<file path="src/rtl/core/lru_pkg.sv">
// ----------------------------------------------------------------------------
// lru_pkg
// Shared sizes, types and helpers for the LRU list pool manager.
// ----------------------------------------------------------------------------
package lru_pkg;

    localparam int ENTRIES = 1024;
    localparam int ENTRY_W = $clog2(ENTRIES);
    localparam int LINK_W  = $clog2(ENTRIES + 1);
    localparam int IDX_W   = 10;
    localparam int FRONT_W = 10;
    localparam int COUNT_W = 32;

    typedef logic [ENTRY_W-1:0] t_entry;
    typedef logic [LINK_W-1:0]  t_link;

    // the head sentinel sits one past the last entry
    localparam t_link SENTINEL = t_link'(ENTRIES);

    localparam logic OP_TOUCH = 1'b0;
    localparam logic OP_ALLOC = 1'b1;

    typedef enum logic [2:0] {
        ST_INIT,
        ST_IDLE,
        ST_UNLINK,
        ST_LINK,
        ST_FRONT
    } t_state;

    typedef struct packed {
        logic   we;
        t_entry waddr;
        t_link  wdata;
        t_entry raddr;
    } t_ram_req;

    typedef struct packed {
        logic               valid;
        logic               alloc;
        logic [FRONT_W-1:0] front;
        t_link              head;
        t_link              tail;
    } t_ctrl_out;

    function automatic logic idx_in_range(input logic [IDX_W-1:0] idx);
        return 32'(idx) < 32'(ENTRIES);
    endfunction

    function automatic t_entry idx_to_entry(input logic [IDX_W-1:0] idx);
        logic [31:0] w;
        w = 32'(idx);
        return w[ENTRY_W-1:0];
    endfunction

    function automatic logic [FRONT_W-1:0] to_front(input t_link l);
        logic [31:0] w;
        w = 32'(l);
        return w[FRONT_W-1:0];
    endfunction

endpackage

</file>
<file path="src/rtl/core/lru_ctrl.sv">
// ----------------------------------------------------------------------------
// lru_ctrl
// Sequencer for the link memories: initial chain fill, then per transaction
// read of the entry's links, unlink, relink at the front, where a move is needed.
// ----------------------------------------------------------------------------
module lru_ctrl (
    input  logic                      i_clk,
    input  logic                      i_rst_n,
    input  logic                      i_in_valid,
    input  logic                      i_opcode,
    input  logic [lru_pkg::IDX_W-1:0] i_entry_index,
    output logic                      o_in_ready,
    input  logic                      i_out_free,
    output lru_pkg::t_ctrl_out        o_ctrl,
    output lru_pkg::t_ram_req         o_next_req,
    output lru_pkg::t_ram_req         o_prev_req,
    input  lru_pkg::t_link            i_next_rdata,
    input  lru_pkg::t_link            i_prev_rdata
);
    import lru_pkg::*;

    t_state r_state, n_state;
    t_entry r_init_cnt, n_init_cnt;
    t_link  r_head, n_head;
    t_link  r_tail, n_tail;
    t_entry r_entry, n_entry;
    logic   r_alloc, n_alloc;
    logic   r_skip, n_skip;

    t_entry w_in_entry;
    logic   w_in_skip;
    logic   w_init_last;

    assign w_in_entry  = (i_opcode == OP_ALLOC) ? r_tail[ENTRY_W-1:0]
                                                : idx_to_entry(i_entry_index);
    assign w_in_skip   = (i_opcode == OP_TOUCH) && !idx_in_range(i_entry_index);
    assign w_init_last = (r_init_cnt == t_entry'(ENTRIES - 1));

    // next state
    always_comb begin
        n_state = r_state;
        case (r_state)
            ST_INIT: begin
                if (w_init_last) n_state = ST_IDLE;
            end
            ST_IDLE: begin
                if (i_in_valid) n_state = w_in_skip ? ST_FRONT : ST_UNLINK;
            end
            ST_UNLINK: begin
                // already at the front: nothing to move
                n_state = (i_prev_rdata == SENTINEL) ? ST_FRONT : ST_LINK;
            end
            ST_LINK: begin
                n_state = ST_FRONT;
            end
            ST_FRONT: begin
                if (i_out_free) n_state = ST_IDLE;
            end
            default: begin
                n_state = ST_INIT;
            end
        endcase
    end

    // datapath and memory requests
    always_comb begin
        n_init_cnt = r_init_cnt;
        n_head     = r_head;
        n_tail     = r_tail;
        n_entry    = r_entry;
        n_alloc    = r_alloc;
        n_skip     = r_skip;

        o_next_req       = '0;
        o_prev_req       = '0;
        o_next_req.raddr = w_in_entry;
        o_prev_req.raddr = w_in_entry;

        case (r_state)
            ST_INIT: begin
                o_next_req.we    = 1'b1;
                o_next_req.waddr = r_init_cnt;
                o_next_req.wdata = t_link'(r_init_cnt) + t_link'(1);
                o_prev_req.we    = 1'b1;
                o_prev_req.waddr = r_init_cnt;
                o_prev_req.wdata = (r_init_cnt == '0) ? SENTINEL
                                                      : t_link'(r_init_cnt) - t_link'(1);
                n_init_cnt       = r_init_cnt + t_entry'(1);
            end
            ST_IDLE: begin
                if (i_in_valid) begin
                    n_entry = w_in_entry;
                    n_alloc = (i_opcode == OP_ALLOC);
                    n_skip  = w_in_skip;
                end
            end
            ST_UNLINK: begin
                if (i_prev_rdata != SENTINEL) begin
                    o_next_req.we    = 1'b1;
                    o_next_req.waddr = i_prev_rdata[ENTRY_W-1:0];
                    o_next_req.wdata = i_next_rdata;
                    if (i_next_rdata == SENTINEL) begin
                        n_tail = i_prev_rdata;
                    end else begin
                        o_prev_req.we    = 1'b1;
                        o_prev_req.waddr = i_next_rdata[ENTRY_W-1:0];
                        o_prev_req.wdata = i_prev_rdata;
                    end
                end
            end
            ST_LINK: begin
                o_next_req.we    = 1'b1;
                o_next_req.waddr = r_entry;
                o_next_req.wdata = r_head;
                o_prev_req.we    = 1'b1;
                o_prev_req.waddr = r_head[ENTRY_W-1:0];
                o_prev_req.wdata = t_link'(r_entry);
            end
            ST_FRONT: begin
                // idempotent, so repeating while the output is held is harmless
                if (!r_skip) begin
                    o_prev_req.we    = 1'b1;
                    o_prev_req.waddr = r_entry;
                    o_prev_req.wdata = SENTINEL;
                    n_head           = t_link'(r_entry);
                end
            end
            default: begin
            end
        endcase
    end

    always_ff @(posedge i_clk) begin
        if (!i_rst_n) begin
            r_state    <= ST_INIT;
            r_init_cnt <= '0;
            r_head     <= '0;
            r_tail     <= t_link'(ENTRIES - 1);
            r_alloc    <= 1'b0;
            r_skip     <= 1'b0;
        end else begin
            r_state    <= n_state;
            r_init_cnt <= n_init_cnt;
            r_head     <= n_head;
            r_tail     <= n_tail;
            r_alloc    <= n_alloc;
            r_skip     <= n_skip;
        end
    end

    always_ff @(posedge i_clk) begin
        r_entry <= n_entry;
    end

    assign o_in_ready   = (r_state == ST_IDLE);
    assign o_ctrl.valid = (r_state == ST_FRONT);
    assign o_ctrl.alloc = r_alloc;
    assign o_ctrl.front = r_skip ? to_front(r_head) : to_front(t_link'(r_entry));
    assign o_ctrl.head  = r_head;
    assign o_ctrl.tail  = r_tail;

endmodule

</file>
<file path="config.mk">
export PLATFORM = sky130hd
export DESIGN_NAME = lru_ctrl
export DESIGN_NICKNAME = d
export VERILOG_FILES = /design/src/rtl/core/lru_pkg.sv /design/src/rtl/core/lru_ctrl.sv
export SDC_FILE = /design/constraint.sdc
export NUM_CORES = 1
export LEC_CHECK = 0
export BUFFER_PORTS_ARGS = -buffer_cell sky130_fd_sc_hd__buf_4
export CORE_MARGIN = 4
export CORE_UTILIZATION = 54
export CTS_BUF_LIST = sky130_fd_sc_hd__clkbuf_2
export DETAILED_ROUTE_END_ITERATION = 8
export GPL_TIMING_DRIVEN = 0
export PLACE_DENSITY = 0.95
export SYNTH_ARGS = -nofsm -noshare
export SYNTH_HDL_FRONTEND = slang
export SYNTH_SLANG_ARGS = --single-unit
</file>
<file path="constraint.sdc">
create_clock -name i_clk -period 3.7 [get_ports i_clk]
set_input_delay 0 -clock i_clk [delete_from_list [all_inputs] [get_ports i_clk]]
set_output_delay 0 -clock i_clk [all_outputs]
set_load 0.1 [all_outputs]
</file>
==> results of run 1 <==
logic make-up (layout without fill, tap and decap cells):
| kind of cell | count (synthesis) | count (layout) | synth area share, % |
|---|---|---|---|
| compound gates | 104 | 104 | 22.8 |
| xor+xnor | 17 | 17 | 4.57 |
| fa+ha+maj | 3 | 3 | 1.15 |
| buf+inv | 56 | 223 | 8.22 |
| flops | 45 | 45 | 30.7 |
| mux | 30 | 30 | 9.83 |
| other cells | 1 | 1 | 0.115 |
| simple gates | 148 | 148 | 22.6 |
registers in the layout, indices dropped and copies added (netlist names):
signal and count:
r_tail 11, r_entry 10, r_head 10, r_init_cnt 10
r_state 3, r_alloc 1
what timing repair did:
action / in CTS / in global routing
resized for setup: 0 / 0
endpoints found under the hold margin: 29 / 0
hold buffers: 25 / 0
per-stage QoR:
step / power (mW) / std cells / setup WS, ps / utilization [%]
finish: 1.40 / 646 / 693 / 79.5
global route: 1.44 / 646 / 603 / 79.5
detailed placement: 1.08 / 613 / 1290 / 74.1
CTS: 1.39 / 646 / 783 / 79.5
global placement: 1.08 / 613 / 1300 / 74.1
floorplan: 0.946 / 404 / 284 / -
where the power goes:
| group | switching (mW) | total [mW] | internal (mW) |
|---|---|---|---|
| Combinational | 0.440 | 0.598 | 0.158 |
| Sequential | 0.00249 | 0.508 | 0.506 |
| Clock | 0.178 | 0.297 | 0.119 |
| Total | 0.620 | 1.40 | 0.783 |
layer usage:
layer  track usage [%]  wire (µm)
met4              20.4        813
met1              42.2       4820
met5                 0          0
met2              61.6       6580
met3              8.93       1710
cells in the final DEF, fill, tap and decap left out, drive strengths merged, types with 2 or more instances in the layout:
cell type and count:
a21oi 5, o21ai 32, o311ai 2, nand4 5, a22oi 16, and2 8, nand3 23, or4b 2
a31oi 4, xor2 9, nor3 11, ha 3, nor3b 2, or3 6, inv 8, a221o 5
xnor2 8, nand2 44, edfxtp 10, nor4 5, o31ai 2, nor2 28, buf 154, dfxtp 35
clkbuf 34, a21boi 15, mux2i 14, mux2 16, and4 2, o211ai 9, nor2b 5, dlygate4sd3 25
nand3b 2
worst register-to-register path: stages, from the launching register on:
cell and delay (ps):
sky130_fd_sc_hd__dfxtp_1 350, sky130_fd_sc_hd__clkbuf_1 180, sky130_fd_sc_hd__nor3b_1 460, sky130_fd_sc_hd__o31a_1 390, sky130_fd_sc_hd__buf_2 320, sky130_fd_sc_hd__nand3_1 170, sky130_fd_sc_hd__nand3_1 130
worst min path at each step:
stage | startpoint | to | slack (ps) | cells after the start
finish | i_next_rdata[10] | r_tail[6] | 80 | 3
global route | i_next_rdata[10] | r_tail[5] | 120 | 3
CTS | i_next_rdata[10] | r_tail[5] | 50 | 3
detailed placement | i_prev_rdata[9] | r_tail[9] | 270 | 3
global placement | i_prev_rdata[9] | r_tail[9] | 260 | 3
floorplan | i_prev_rdata[0] | r_tail[0] | 150 | 2
final cells by class:
class | instances | area [µm²]
inverters | 8 | 30.0
fillers | 421 | 1200
clock inverters | 2 | 38.8
repair buffers | 159 | 1260
flip-flops and latches | 45 | 1000
plain buffers | 48 | 238
multi-input cells | 303 | 1990
clock buffers | 6 | 30.0
well taps | 75 | 93.8
Yosys cell counts, types with 6 or more instances:
master,n
sky130_fd_sc_hd__clkbuf_1,28
sky130_fd_sc_hd__nor3_1,10
sky130_fd_sc_hd__o21ai_1,12
sky130_fd_sc_hd__nor2_1,27
sky130_fd_sc_hd__inv_1,8
sky130_fd_sc_hd__buf_4,12
sky130_fd_sc_hd__or3_1,6
sky130_fd_sc_hd__and2_1,8
sky130_fd_sc_hd__mux2i_1,14
sky130_fd_sc_hd__nand2_1,44
sky130_fd_sc_hd__a22oi_1,13
sky130_fd_sc_hd__o21ai_0,20
sky130_fd_sc_hd__a21boi_0,14
sky130_fd_sc_hd__xor2_1,9
sky130_fd_sc_hd__edfxtp_1,10
sky130_fd_sc_hd__dfxtp_1,35
sky130_fd_sc_hd__mux2_2,16
sky130_fd_sc_hd__nand3_1,23
sky130_fd_sc_hd__o211ai_1,9
sky130_fd_sc_hd__xnor2_1,8
==> tab_implementation.tex, run 1 <==
\begin{tabular}{lr}
\hline
Metric & Value \\
\hline
\multicolumn{2}{l}{\textbf{CTS}} \\
\quad Number of levels the H-tree was split into & 2 \\
\quad Clock Sinks & 45 \\
\quad Post-CTS setup buffers & 0 \\
\quad Number of buffers added by the clock tree synthesis step & 5 \\
\quad TritonCTS clock tree & yes \\
\quad Number of buffers on the longest clock path & 2 \\
\quad Root buffer selected by CTS & sky130\_fd\_sc\_hd\_\_clkbuf\_2 \\
\quad Clock-pin slew on the worst setup and hold paths & 280 ps \\
\quad Worst-skew pair later-pin latency & 450 ps \\
\multicolumn{2}{l}{\textbf{Place}} \\
\quad Post-detailed-placement half-perimeter wirelength & 9880 µm \\
\quad Number of port buffers & 134 \\
\quad Total cell area at the placement stage & 4360 µm² \\
\quad Gpl congestion & 0.964 \\
\multicolumn{2}{l}{\textbf{Global routing}} \\
\quad Wire length of the first global-routing pass & 21,100 µm \\
\quad Number of antenna violations at the first check in global routing & 0 \\
\quad GRT Resource Usage Total & 36.5\% \\
\quad Via count of the first global-routing pass & 4,080 \\
\quad Largest net degree at the start of global routing & 15 \\
\quad Total grt overflow & 0 \\
\multicolumn{2}{l}{\textbf{Route}} \\
\quad Final wirelength & 13,900 µm \\
\quad Routed via count & 4,162 \\
\quad Antenna Nets Post-Route & 0 \\
\quad Routed wirelength normalized by instance count & 21.6 µm \\
\quad DRT iter0 DRCs & 479 \\
\quad First-pass DRT Iterations & 5 \\
\quad Vias/cell & 6.44 \\
\quad DRC violations left & 0 \\
\multicolumn{2}{l}{\textbf{Critical path}} \\
\quad Nature of the critical path endpoint & primary output \\
\quad Cell Chain, Critical Path & clkbuf\_1, inv\_1, ha\_1, or4b\_2, nor2\_1, mux2i\_1, o2bb2ai\_1, buf\_4 \\
\quad Critical path's top delay family & simple AND/OR/NAND/NOR gates \\
\quad Critical register-to-register path endpoint & r\_tail[8] \\
\quad Data required, critical path & 3700 ps \\
\quad Critical-path top delay cell & sky130\_fd\_sc\_hd\_\_or4b\_2 \\
\quad FF-to-FF path depth & 6 \\
\quad Beginning of the critical path & r\_init\_cnt[0] \\
\quad Maximum fanout along the worst path & 10 \\
\quad Stages on the worst setup path & 8 \\
\quad Stage delay of the slowest cell on the critical path & 680 ps \\
\quad Data arrival time of the critical path & 3010 ps \\
\quad Critical Path End & o\_prev\_req[18] \\
\quad Type of element launching the critical path & register \\
\quad R2r setup slk & 1680 ps \\
\quad Critical Setup Path Class & register to primary output \\
\quad Startpoint of the worst register-to-register path & r\_state[0] \\
\quad Worst Path Buf+Inv & 3 \\
\multicolumn{2}{l}{\textbf{Run}} \\
\quad Max Cap Viol & 0 \\
\multicolumn{2}{l}{\textbf{Yosys}} \\
\quad Total nets after synthesis & 444 \\
\quad Mapped cell area & 3260 µm² \\
\quad Async S/R FF share, synth & 0\% \\
\quad Synth Instances & 404 \\
\quad Main synth FF type & sky130\_fd\_sc\_hd\_\_dfxtp\_1 \\
\quad Most area-hungry cell type in the Yosys netlist & sky130\_fd\_sc\_hd\_\_dfxtp\_1 \\
\quad Cells taking the most area after synthesis & sky130\_fd\_sc\_hd\_\_dfxtp\_1 22\%, sky130\_fd\_sc\_hd\_\_edfxtp\_1 9.2\%, sky130\_fd\_sc\_hd\_\_mux2\_2 5.5\%, sky130\_fd\_sc\_hd\_\_nand2\_1 5.1\%, sky130\_fd\_sc\_hd\_\_mux2i\_1 4.3\% \\
\quad Synthesis-stage register bit count & 45 \\
\quad Number of enable-type register cells in the synthesized netlist & 10 \\
\quad Yosys warns & 0 \\
\quad Avg Cell Area, Syn & 8.06 µm² \\
\quad Synth top area share & 21.5\% \\
\quad Seq/Total Area, Yosys & 30.7\% \\
\quad Number of distinct standard cells referenced by the synthesized netlist & 62 \\
\multicolumn{2}{l}{\textbf{Final layout}} \\
\quad NumNets Final & 610 \\
\quad Diode insertion count for antenna repair & 0 \\
\quad Area grow syn2layout & 43.7\% \\
\quad Proportion of layout cells with a drive suffix above 1 & 32.6\% \\
\quad Final instance area & 4680 µm² \\
\multicolumn{2}{l}{\textbf{STA}} \\
\quad Period utilisation layout & 81.3\% \\
\quad Final setup TNS & 0 ps \\
\quad \# setup viols final & 0 \\
\quad Highest Clock Rate & 0.333 GHz \\
\quad Setup repair after global routing missed its margin & no \\
\quad Number of pins exceeding their max-slew limit in the final report & 0 \\
\quad Final critical delay including setup and external delays & 3010 ps \\
\quad Hold\_ws & 81.8 ps \\
\quad Tightest slew margin relative to the limit & 52.7\% \\
\quad Worst slew pin tran & 709 ps \\
\quad Final clock skew & 27.7 ps \\
\quad Final number of hold-violating endpoints & 0 \\
\multicolumn{2}{l}{\textbf{Die}} \\
\quad Full die area & 7340 µm² \\
\quad DIE HEIGHT & 85.7 µm \\
\quad Starting density of the core & 55.3\% \\
\quad Horizontal extent of the die & 85.7 µm \\
\quad Boundary pin count & 136 \\
\quad Standard-cell row count & 28 \\
\quad Core Footprint & 5890 µm² \\
\multicolumn{2}{l}{\textbf{Power and ir drop}} \\
\quad Maximum ir drop on the vdd rail & 263 µV \\
\quad Static leakage power & 1.90 nW \\
\quad Pwr/cell area & 300 nW/µm² \\
\multicolumn{2}{l}{\textbf{Min path}} \\
\quad Class of the worst hold path & input port to register \\
\multicolumn{2}{l}{\textbf{Outcome}} \\
\quad Run status & finished clean \\
\hline
\end{tabular}
Note: power is estimated with default switching activity, not from simulation.
==> inputs of run 2 (changes only) <==
--- a/config.mk
+++ b/config.mk
@@ -7,11 +7,11 @@
 export LEC_CHECK = 0
 export BUFFER_PORTS_ARGS = -buffer_cell sky130_fd_sc_hd__buf_4
 export CORE_MARGIN = 4
-export CORE_UTILIZATION = 54
+export CORE_UTILIZATION = 50
 export CTS_BUF_LIST = sky130_fd_sc_hd__clkbuf_2
 export DETAILED_ROUTE_END_ITERATION = 8
 export GPL_TIMING_DRIVEN = 0
-export PLACE_DENSITY = 0.95
+export PLACE_DENSITY = 0.91
 export SYNTH_ARGS = -nofsm -noshare
 export SYNTH_HDL_FRONTEND = slang
 export SYNTH_SLANG_ARGS = --single-unit
==> constraint.sdc (replaced) <==
create_clock -name i_clk -period 2.77 [get_ports i_clk]
set_input_delay 0 -clock i_clk [delete_from_list [all_inputs] [get_ports i_clk]]
set_output_delay 0 -clock i_clk [all_outputs]
set_load 0.1 [all_outputs]
==> tab_implementation.tex, run 2 (same netlist as run 1, synthesis figures left out) <==
\begin{tabular}{lr}
\hline
Metric & Value \\
\hline
\multicolumn{2}{l}{\textbf{Outcome}} \\
\quad Run status & finished clean \\
\multicolumn{2}{l}{\textbf{Global routing}} \\
\quad Largest net degree at the start of global routing & 15 (unchanged) \\
\quad Number of antenna violations at the first check in global routing & 0 (unchanged) \\
\quad Wire length of the first global-routing pass & 20,700 µm (-1.5\%) \\
\quad Total grt overflow & 0 (unchanged) \\
\quad GRT Resource Usage Total & 34.6\% (-1.9 points) \\
\quad Via count of the first global-routing pass & 3,938 (-3.5\%) \\
\multicolumn{2}{l}{\textbf{Final layout}} \\
\quad Non-filler instance count after layout & 647 (+0.15\%) \\
\quad Most common cell after layout, fill and taps aside & sky130\_fd\_sc\_hd\_\_buf\_4 \\
\quad Max reg flops & 11 (unchanged) \\
\quad Most frequent cells in the layout & 144 x sky130\_fd\_sc\_hd\_\_buf\_4, 44 x sky130\_fd\_sc\_hd\_\_nand2\_1, 34 x sky130\_fd\_sc\_hd\_\_dfxtp\_1 \\
\quad Area of the multi-input gates & 2030 µm² (+1.8\%) \\
\quad Diode insertion count for antenna repair & 0 (unchanged) \\
\quad Largest register by flop count & r\_tail \\
\quad Area taken by flip-flops and latches & 1000 µm² (+0.12\%) \\
\quad NumNets Final & 609 (-0.16\%) \\
\quad Proportion of layout cells with a drive suffix above 1 & 34.7\% (+2.2 points) \\
\quad Area grow syn2layout & 45.5\% \\
\quad Filler cell count & 484 (+15\%) \\
\multicolumn{2}{l}{\textbf{Critical path}} \\
\quad Beginning of the critical path & r\_state[0] \\
\quad Critical Setup Path Class & register to primary output \\
\quad Startpoint of the worst register-to-register path & r\_state[2] \\
\quad Data required, critical path & 2770 ps (-930 ps) \\
\quad Type of element launching the critical path & register \\
\quad Data arrival time of the critical path & 2640 ps (-370 ps) \\
\quad Nature of the critical path endpoint & primary output \\
\quad FF-to-FF path depth & 5 (-1) \\
\quad Maximum fanout along the worst path & 10 (unchanged) \\
\quad Critical register-to-register path endpoint & r\_init\_cnt[5] \\
\quad R2r setup slk & 750 ps (-930 ps) \\
\multicolumn{2}{l}{\textbf{Route}} \\
\quad Antenna Nets Post-Route & 0 (unchanged) \\
\quad Final wirelength & 14,000 µm (+0.24\%) \\
\quad DRC violations left & 0 (unchanged) \\
\quad First-pass DRT Iterations & 5 (unchanged) \\
\quad DRT iter0 DRCs & 386 (-19\%) \\
\quad Vias/cell & 6.28 (-2.6\%) \\
\quad Routed wirelength normalized by instance count & 21.6 µm (about the same) \\
\quad Routed via count & 4,062 (-2.4\%) \\
\multicolumn{2}{l}{\textbf{Place}} \\
\quad Number of port buffers & 134 (unchanged) \\
\quad Gpl congestion & 0.957 (-0.72\%) \\
\quad Pre-CTS setup slack & 310 ps (-982 ps) \\
\quad Cell count after placement & 615 (+0.33\%) \\
\quad Post-detailed-placement half-perimeter wirelength & 9980 µm (+1.0\%) \\
\multicolumn{2}{l}{\textbf{STA}} \\
\quad Setup repair after global routing missed its margin & no \\
\quad Worst slew pin tran & 741 ps (+32.1 ps) \\
\quad Period utilisation layout & 95.5\% \\
\quad Tightest slew margin relative to the limit & 50.2\% (-2.5 points) \\
\quad Final critical delay including setup and external delays & 2640 ps \\
\quad Highest Clock Rate & 0.378 GHz \\
\quad \# setup viols final & 0 (unchanged) \\
\quad Number of pins exceeding their max-slew limit in the final report & 0 (unchanged) \\
\quad Worst Slack Setup Final & 125 ps (-568 ps) \\
\quad Final clock skew & 18.0 ps (-9.68 ps) \\
\quad Final number of hold-violating endpoints & 0 (unchanged) \\
\multicolumn{2}{l}{\textbf{Die}} \\
\quad Horizontal extent of the die & 88.7 µm (+3.6\%) \\
\quad Standard-cell row count & 29 (+3.6\%) \\
\quad DIE HEIGHT & 88.7 µm (+3.6\%) \\
\quad Boundary pin count & 136 (unchanged) \\
\quad Core Footprint & 6350 µm² (+7.9\%) \\
\quad Full die area & 7870 µm² (+7.2\%) \\
\quad Starting density of the core & 51.3\% (-4.0 points) \\
\multicolumn{2}{l}{\textbf{Power and ir drop}} \\
\quad Pwr/cell area & 400 nW/µm² (+33\%) \\
\quad Maximum ir drop on the vdd rail & 355 µV (+35\%) \\
\quad Static leakage power & 1.94 nW (+1.9\%) \\
\multicolumn{2}{l}{\textbf{Min path}} \\
\quad Class of the worst hold path & input port to register \\
\quad Number of cells traversed by the worst hold path & 3 (unchanged) \\
\quad Worst min-delay path endpoint & r\_tail[5] \\
\quad Startpoint of the most critical hold path & i\_next\_rdata[10] \\
\multicolumn{2}{l}{\textbf{Run}} \\
\quad Max Cap Viol & 0 (unchanged) \\
\multicolumn{2}{l}{\textbf{CTS}} \\
\quad Number of buffers on the longest clock path & 2 (unchanged) \\
\quad Clock Sinks & 45 (unchanged) \\
\quad Clock-pin slew on the worst setup and hold paths & 270 ps (about the same) \\
\quad Worst-skew pair later-pin latency & 450 ps (about the same) \\
\quad Number of buffers added by the clock tree synthesis step & 5 (unchanged) \\
\quad Number of levels the H-tree was split into & 2 (unchanged) \\
\quad Root buffer selected by CTS & sky130\_fd\_sc\_hd\_\_clkbuf\_2 \\
\quad TritonCTS clock tree & yes \\
\hline
\end{tabular}
[run 2: cell types whose count changed in the layout (fill, tap and decap cells not counted), sizes merged]
cell  previous run  this run
buf            154       153
[run 2: layout make-up]
class,instances,share of cell area (%)
Buffer,47,5.07
Tap cell,77,2.03
Sequential cell,45,21.2
Timing Repair Buffer,159,26.9
Inverter,8,0.634
Clock inverter,2,0.819
Clock buffer,6,0.634
Multi-Input combinational cell,303,42.8
[run 2: per-stage QoR]
stage	TNS (ps)	instance area [µm²]	util, %	hold WS, ps	total power [mW]
floorplan	-2210	3280	-	148	1.27
global placement	0	4380	69.0	253	1.45
detailed placement	0	4380	69.0	267	1.45
CTS	0	4710	74.2	72.4	1.87
global route	0	4740	74.6	107	1.93
finish	0	4740	74.6	81.8	1.89
[run 2: layer usage]
metal	track usage, %	up-vias	part of all wire (%)
met5	0	-	0
met4	12.4	0	3.4
met3	9.22	51	13
met2	57.3	332	46
met1	43.4	1897	38
li1	-	1782	-
[run 2: power by group]
| group | total (mW) | switching [mW] | internal, mW |
|---|---|---|---|
| Combinational | 0.809 | 0.586 | 0.224 |
| Sequential | 0.682 | 0.00622 | 0.676 |
| Clock | 0.402 | 0.244 | 0.158 |
[run 2: worst max-delay path by stage]
stage / to / slack, ps / depth (start not counted)
2_1_floorplan: o_next_req[15] / -630 / 6
3_3_place_gp: o_prev_req[18] / 350 / 8
3_5_place_dp: o_prev_req[18] / 310 / 8
4_1_cts: o_next_req[14] / 3 / 7
5_1_grt: o_prev_req[22] / 30 / 7
6_report: o_prev_req[22] / 130 / 7
[run 2: repair_timing]
item | in CTS | in global routing
hold buffers | 25 | 0
endpoints found under the hold margin | 29 | 0
endpoints found under the setup margin | 3 | 24
pin swaps | 0 | 0
buffers inserted | 0 | 0
gates resized for setup | 5 | 13
[run 2: critical path, cell delays in order (launching register included)]
cell	delay, ps
sky130_fd_sc_hd__dfxtp_1	360
sky130_fd_sc_hd__clkbuf_1	180
sky130_fd_sc_hd__nor3b_2	320
sky130_fd_sc_hd__o31a_1	410
sky130_fd_sc_hd__buf_2	350
sky130_fd_sc_hd__nand2_1	120
sky130_fd_sc_hd__o211ai_1	120
sky130_fd_sc_hd__buf_4	330
==> inputs of run 3 (changes only) <==
--- a/config.mk
+++ b/config.mk
@@ -12,6 +12,7 @@
 export DETAILED_ROUTE_END_ITERATION = 8
 export GPL_TIMING_DRIVEN = 0
 export PLACE_DENSITY = 0.91
+export RECOVER_POWER = 100
 export SYNTH_ARGS = -nofsm -noshare
 export SYNTH_HDL_FRONTEND = slang
 export SYNTH_SLANG_ARGS = --single-unit
==> constraint.sdc (replaced) <==
create_clock -name i_clk -period 2.77 [get_ports i_clk]
set_input_delay 0.277 -clock i_clk [delete_from_list [all_inputs] [get_ports i_clk]]
set_output_delay 0.277 -clock i_clk [all_outputs]
set_load 0.1 [all_outputs]
==> tab_implementation.tex, run 3 (same netlist as run 1, synthesis figures left out) <==
\begin{tabular}{lr}
\hline
Metric & Value \\
\hline
\multicolumn{2}{l}{\textbf{Final layout}} \\
\quad Largest register by flop count & r\_tail \\
\quad Filler cell count & 554 (+14\%) \\
\quad Max reg flops & 11 (unchanged) \\
\quad NumNets Final & 585 (-3.9\%) \\
\quad Area grow syn2layout & 36.1\% \\
\quad Most frequent cells in the layout & 72 x sky130\_fd\_sc\_hd\_\_buf\_4, 62 x sky130\_fd\_sc\_hd\_\_clkbuf\_1, 44 x sky130\_fd\_sc\_hd\_\_nand2\_1 \\
\quad Diode insertion count for antenna repair & 0 (unchanged) \\
\quad Final instance area & 4430 µm² (-6.4\%) \\
\quad Most common cell after layout, fill and taps aside & sky130\_fd\_sc\_hd\_\_buf\_4 \\
\quad Proportion of layout cells with a drive suffix above 1 & 31.5\% (-3.2 points) \\
\multicolumn{2}{l}{\textbf{STA}} \\
\quad Final clock skew & 19.8 ps (+1.83 ps) \\
\quad Final number of hold-violating endpoints & 0 (unchanged) \\
\quad Highest Clock Rate & 0.364 GHz (-3.6\%) \\
\quad Worst slew pin tran & 1210 ps (+471 ps) \\
\quad Hold\_ws & 69.2 ps (-12.5 ps) \\
\quad \# setup viols final & 0 (unchanged) \\
\quad Period utilisation layout & 99.0\% (+3.6 points) \\
\quad Number of pins exceeding their max-slew limit in the final report & 0 (unchanged) \\
\quad Tightest slew margin relative to the limit & 19.5\% (-31 points) \\
\quad Final critical delay including setup and external delays & 2740 ps (+98.7 ps) \\
\quad Setup repair after global routing missed its margin & no \\
\quad Worst Slack Setup Final & 26.4 ps (-98.7 ps) \\
\multicolumn{2}{l}{\textbf{Min path}} \\
\quad Startpoint of the most critical hold path & i\_prev\_rdata[9] \\
\quad Worst min-delay path endpoint & r\_tail[9] \\
\quad Number of cells traversed by the worst hold path & 3 (unchanged) \\
\quad Class of the worst hold path & input port to register \\
\multicolumn{2}{l}{\textbf{Critical path}} \\
\quad Critical path's top delay family & simple AND/OR/NAND/NOR gates \\
\quad Maximum fanout along the worst path & 10 (unchanged) \\
\quad Data arrival time of the critical path & 2470 ps (-170 ps) \\
\quad Startpoint of the worst register-to-register path & r\_state[2] \\
\quad Data required, critical path & 2490 ps (-280 ps) \\
\quad Critical Setup Path Class & register to primary output \\
\quad Critical-path top delay cell & sky130\_fd\_sc\_hd\_\_nor3\_1 \\
\quad Nature of the critical path endpoint & primary output \\
\quad Type of element launching the critical path & register \\
\quad Critical register-to-register path endpoint & r\_alloc \\
\quad Stage delay of the slowest cell on the critical path & 740 ps (+330 ps) \\
\quad Cell Chain, Critical Path & clkbuf\_2, nor3\_1, nand2\_1, nand3\_1, buf\_4 \\
\quad FF-to-FF path depth & 5 (unchanged) \\
\quad R2r setup slk & 610 ps (-140 ps) \\
\quad Worst Path Buf+Inv & 2 (-1) \\
\multicolumn{2}{l}{\textbf{Die}} \\
\quad DIE HEIGHT & 88.7 µm (unchanged) \\
\quad Standard-cell row count & 29 (unchanged) \\
\quad Full die area & 7870 µm² (unchanged) \\
\quad Horizontal extent of the die & 88.7 µm (unchanged) \\
\quad Starting density of the core & 51.3\% (unchanged) \\
\quad Core Footprint & 6350 µm² (unchanged) \\
\quad Boundary pin count & 136 (unchanged) \\
\multicolumn{2}{l}{\textbf{Power and ir drop}} \\
\quad Proportion of power drawn by flip-flops and latches & 36.8\% (+0.8 points) \\
\quad Static leakage power & 1.70 nW (-12\%) \\
\quad Cell-internal power & 1.03 mW (-2.4\%) \\
\quad Share of power burned in combinational logic & 41.8\% (-0.9 points) \\
\quad Clock network fraction of total power & 21.4\% (+0.2 points) \\
\quad Pwr/cell area & 419 nW/µm² (+4.8\%) \\
\quad Maximum ir drop on the vdd rail & 314 µV (-12\%) \\
\quad Switching pwr & 824 µW (-1.4\%) \\
\quad Power Total & 1.86 mW (-2.0\%) \\
\quad Switching share of power & 44.4\% (+0.24 points) \\
\multicolumn{2}{l}{\textbf{Global routing}} \\
\quad Wire length of the first global-routing pass & 19,500 µm (-6.2\%) \\
\quad Number of antenna violations at the first check in global routing & 0 (unchanged) \\
\quad Via count of the first global-routing pass & 3,669 (-6.8\%) \\
\quad Total grt overflow & 0 (unchanged) \\
\quad GRT Resource Usage Total & 33.0\% (-1.7 points) \\
\quad Largest net degree at the start of global routing & 15 (unchanged) \\
\multicolumn{2}{l}{\textbf{Place}} \\
\quad Number of port buffers & 134 (unchanged) \\
\quad Post-detailed-placement half-perimeter wirelength & 10,300 µm (+3.1\%) \\
\quad Gpl congestion & 1.02 (+6.1\%) \\
\quad Total cell area at the placement stage & 4460 µm² (+1.8\%) \\
\quad Pre-CTS setup slack & 52.9 ps (-257 ps) \\
\multicolumn{2}{l}{\textbf{Run}} \\
\quad Max Cap Viol & 0 (unchanged) \\
\multicolumn{2}{l}{\textbf{CTS}} \\
\quad Root buffer selected by CTS & sky130\_fd\_sc\_hd\_\_clkbuf\_2 \\
\quad TritonCTS clock tree & yes \\
\quad Number of buffers added by the clock tree synthesis step & 5 (unchanged) \\
\quad Clock Sinks & 45 (unchanged) \\
\quad Number of levels the H-tree was split into & 2 (unchanged) \\
\quad Worst-skew pair later-pin latency & 440 ps (about the same) \\
\quad Number of buffers on the longest clock path & 2 (unchanged) \\
\quad Clock-pin slew on the worst setup and hold paths & 260 ps (about the same) \\
\multicolumn{2}{l}{\textbf{Route}} \\
\quad Routed wirelength normalized by instance count & 21.4 µm (-0.93\%) \\
\quad Routed via count & 3,896 (-4.1\%) \\
\quad DRT iter0 DRCs & 369 (-4.4\%) \\
\quad DRC violations left & 0 (unchanged) \\
\quad Vias/cell & 6.25 (-0.39\%) \\
\quad Final wirelength & 13,300 µm (-4.6\%) \\
\quad Antenna Nets Post-Route & 0 (unchanged) \\
\quad First-pass DRT Iterations & 5 (unchanged) \\
\multicolumn{2}{l}{\textbf{Outcome}} \\
\quad Run status & finished clean \\
\hline
\end{tabular}
## run 3: cell count changes in the layout (fill, tap and decap cells not counted), sizes merged
cell	delta
buf	-67
dlygate4sd3	-25
clkbuf	+68
## run 3: repair_timing
action	CTS	global route
hold buffers	0	0
resized for setup	19	15
endpoints found under the hold margin	0	0
buffers inserted	0	2
endpoints found under the setup margin	29	36
pin swaps	1	1
## run 3: worst max path at each step
stage,from,endpoint,slack (ps),cells after the start
floorplan,r_state[0],o_next_req[15],-790,6
global placement,r_init_cnt[0],o_prev_req[18],40,8
detailed placement,r_init_cnt[0],o_prev_req[18],50,8
CTS,r_state[1],o_next_req[12],7,7
global route,r_state[0],o_prev_req[14],2,7
finish,r_state[2],o_next_req[11],30,5
## run 3: cell type report
type | instances | area (µm²) | share of cell area (%)
multi-input combinational | 303 | 2100 | 47.4
inverter | 8 | 30.0 | 0.677
clock buffer | 6 | 30.0 | 0.677
tap | 77 | 96.3 | 2.17
sequential | 45 | 1000 | 22.7
clock inverter | 2 | 38.8 | 0.875
timing repair buffer | 136 | 871 | 19.6
buffer | 46 | 262 | 5.90
## run 3: stage by stage
step           instances  utilization [%]  TNS [ps]
6_report             623             69.8         0
5_1_grt              623             69.8         0
4_1_cts              621             72.4         0
3_5_place_dp         615             70.2         0
3_3_place_gp         615             70.2         0
2_1_floorplan        404                -     -4060
## run 3: layer usage
| metal | up-vias | GRT usage, % | routed length [µm] |
|---|---|---|---|
| met1 | 1862 | 44.3 | 5270 |
| met4 | 0 | 11.3 | 324 |
| met3 | 30 | 5.40 | 1350 |
| met5 | - | 0 | 0 |
| met2 | 267 | 53.5 | 6380 |
| li1 | 1737 | - | - |
## run 3: worst reg2reg max path, delay by kind of cell, from the launching register on
family                 cells  cell delay (ps)
DFF                        1              420
muxes                      1              260
buffers and inverters      1              240
and+or+nand+nor            3             1170
## run 3: power by group through the flow
| stage | sequential (mW) | clock, mW | combinational (mW) |
|---|---|---|---|
| floorplan | 0.690 | 0 | 0.579 |
| global placement | 0.691 | 0 | 0.757 |
| detailed placement | 0.691 | 0 | 0.761 |
| CTS | 0.681 | 0.393 | 0.782 |
| global route | 0.684 | 0.423 | 0.799 |
| finish | 0.683 | 0.397 | 0.776 |
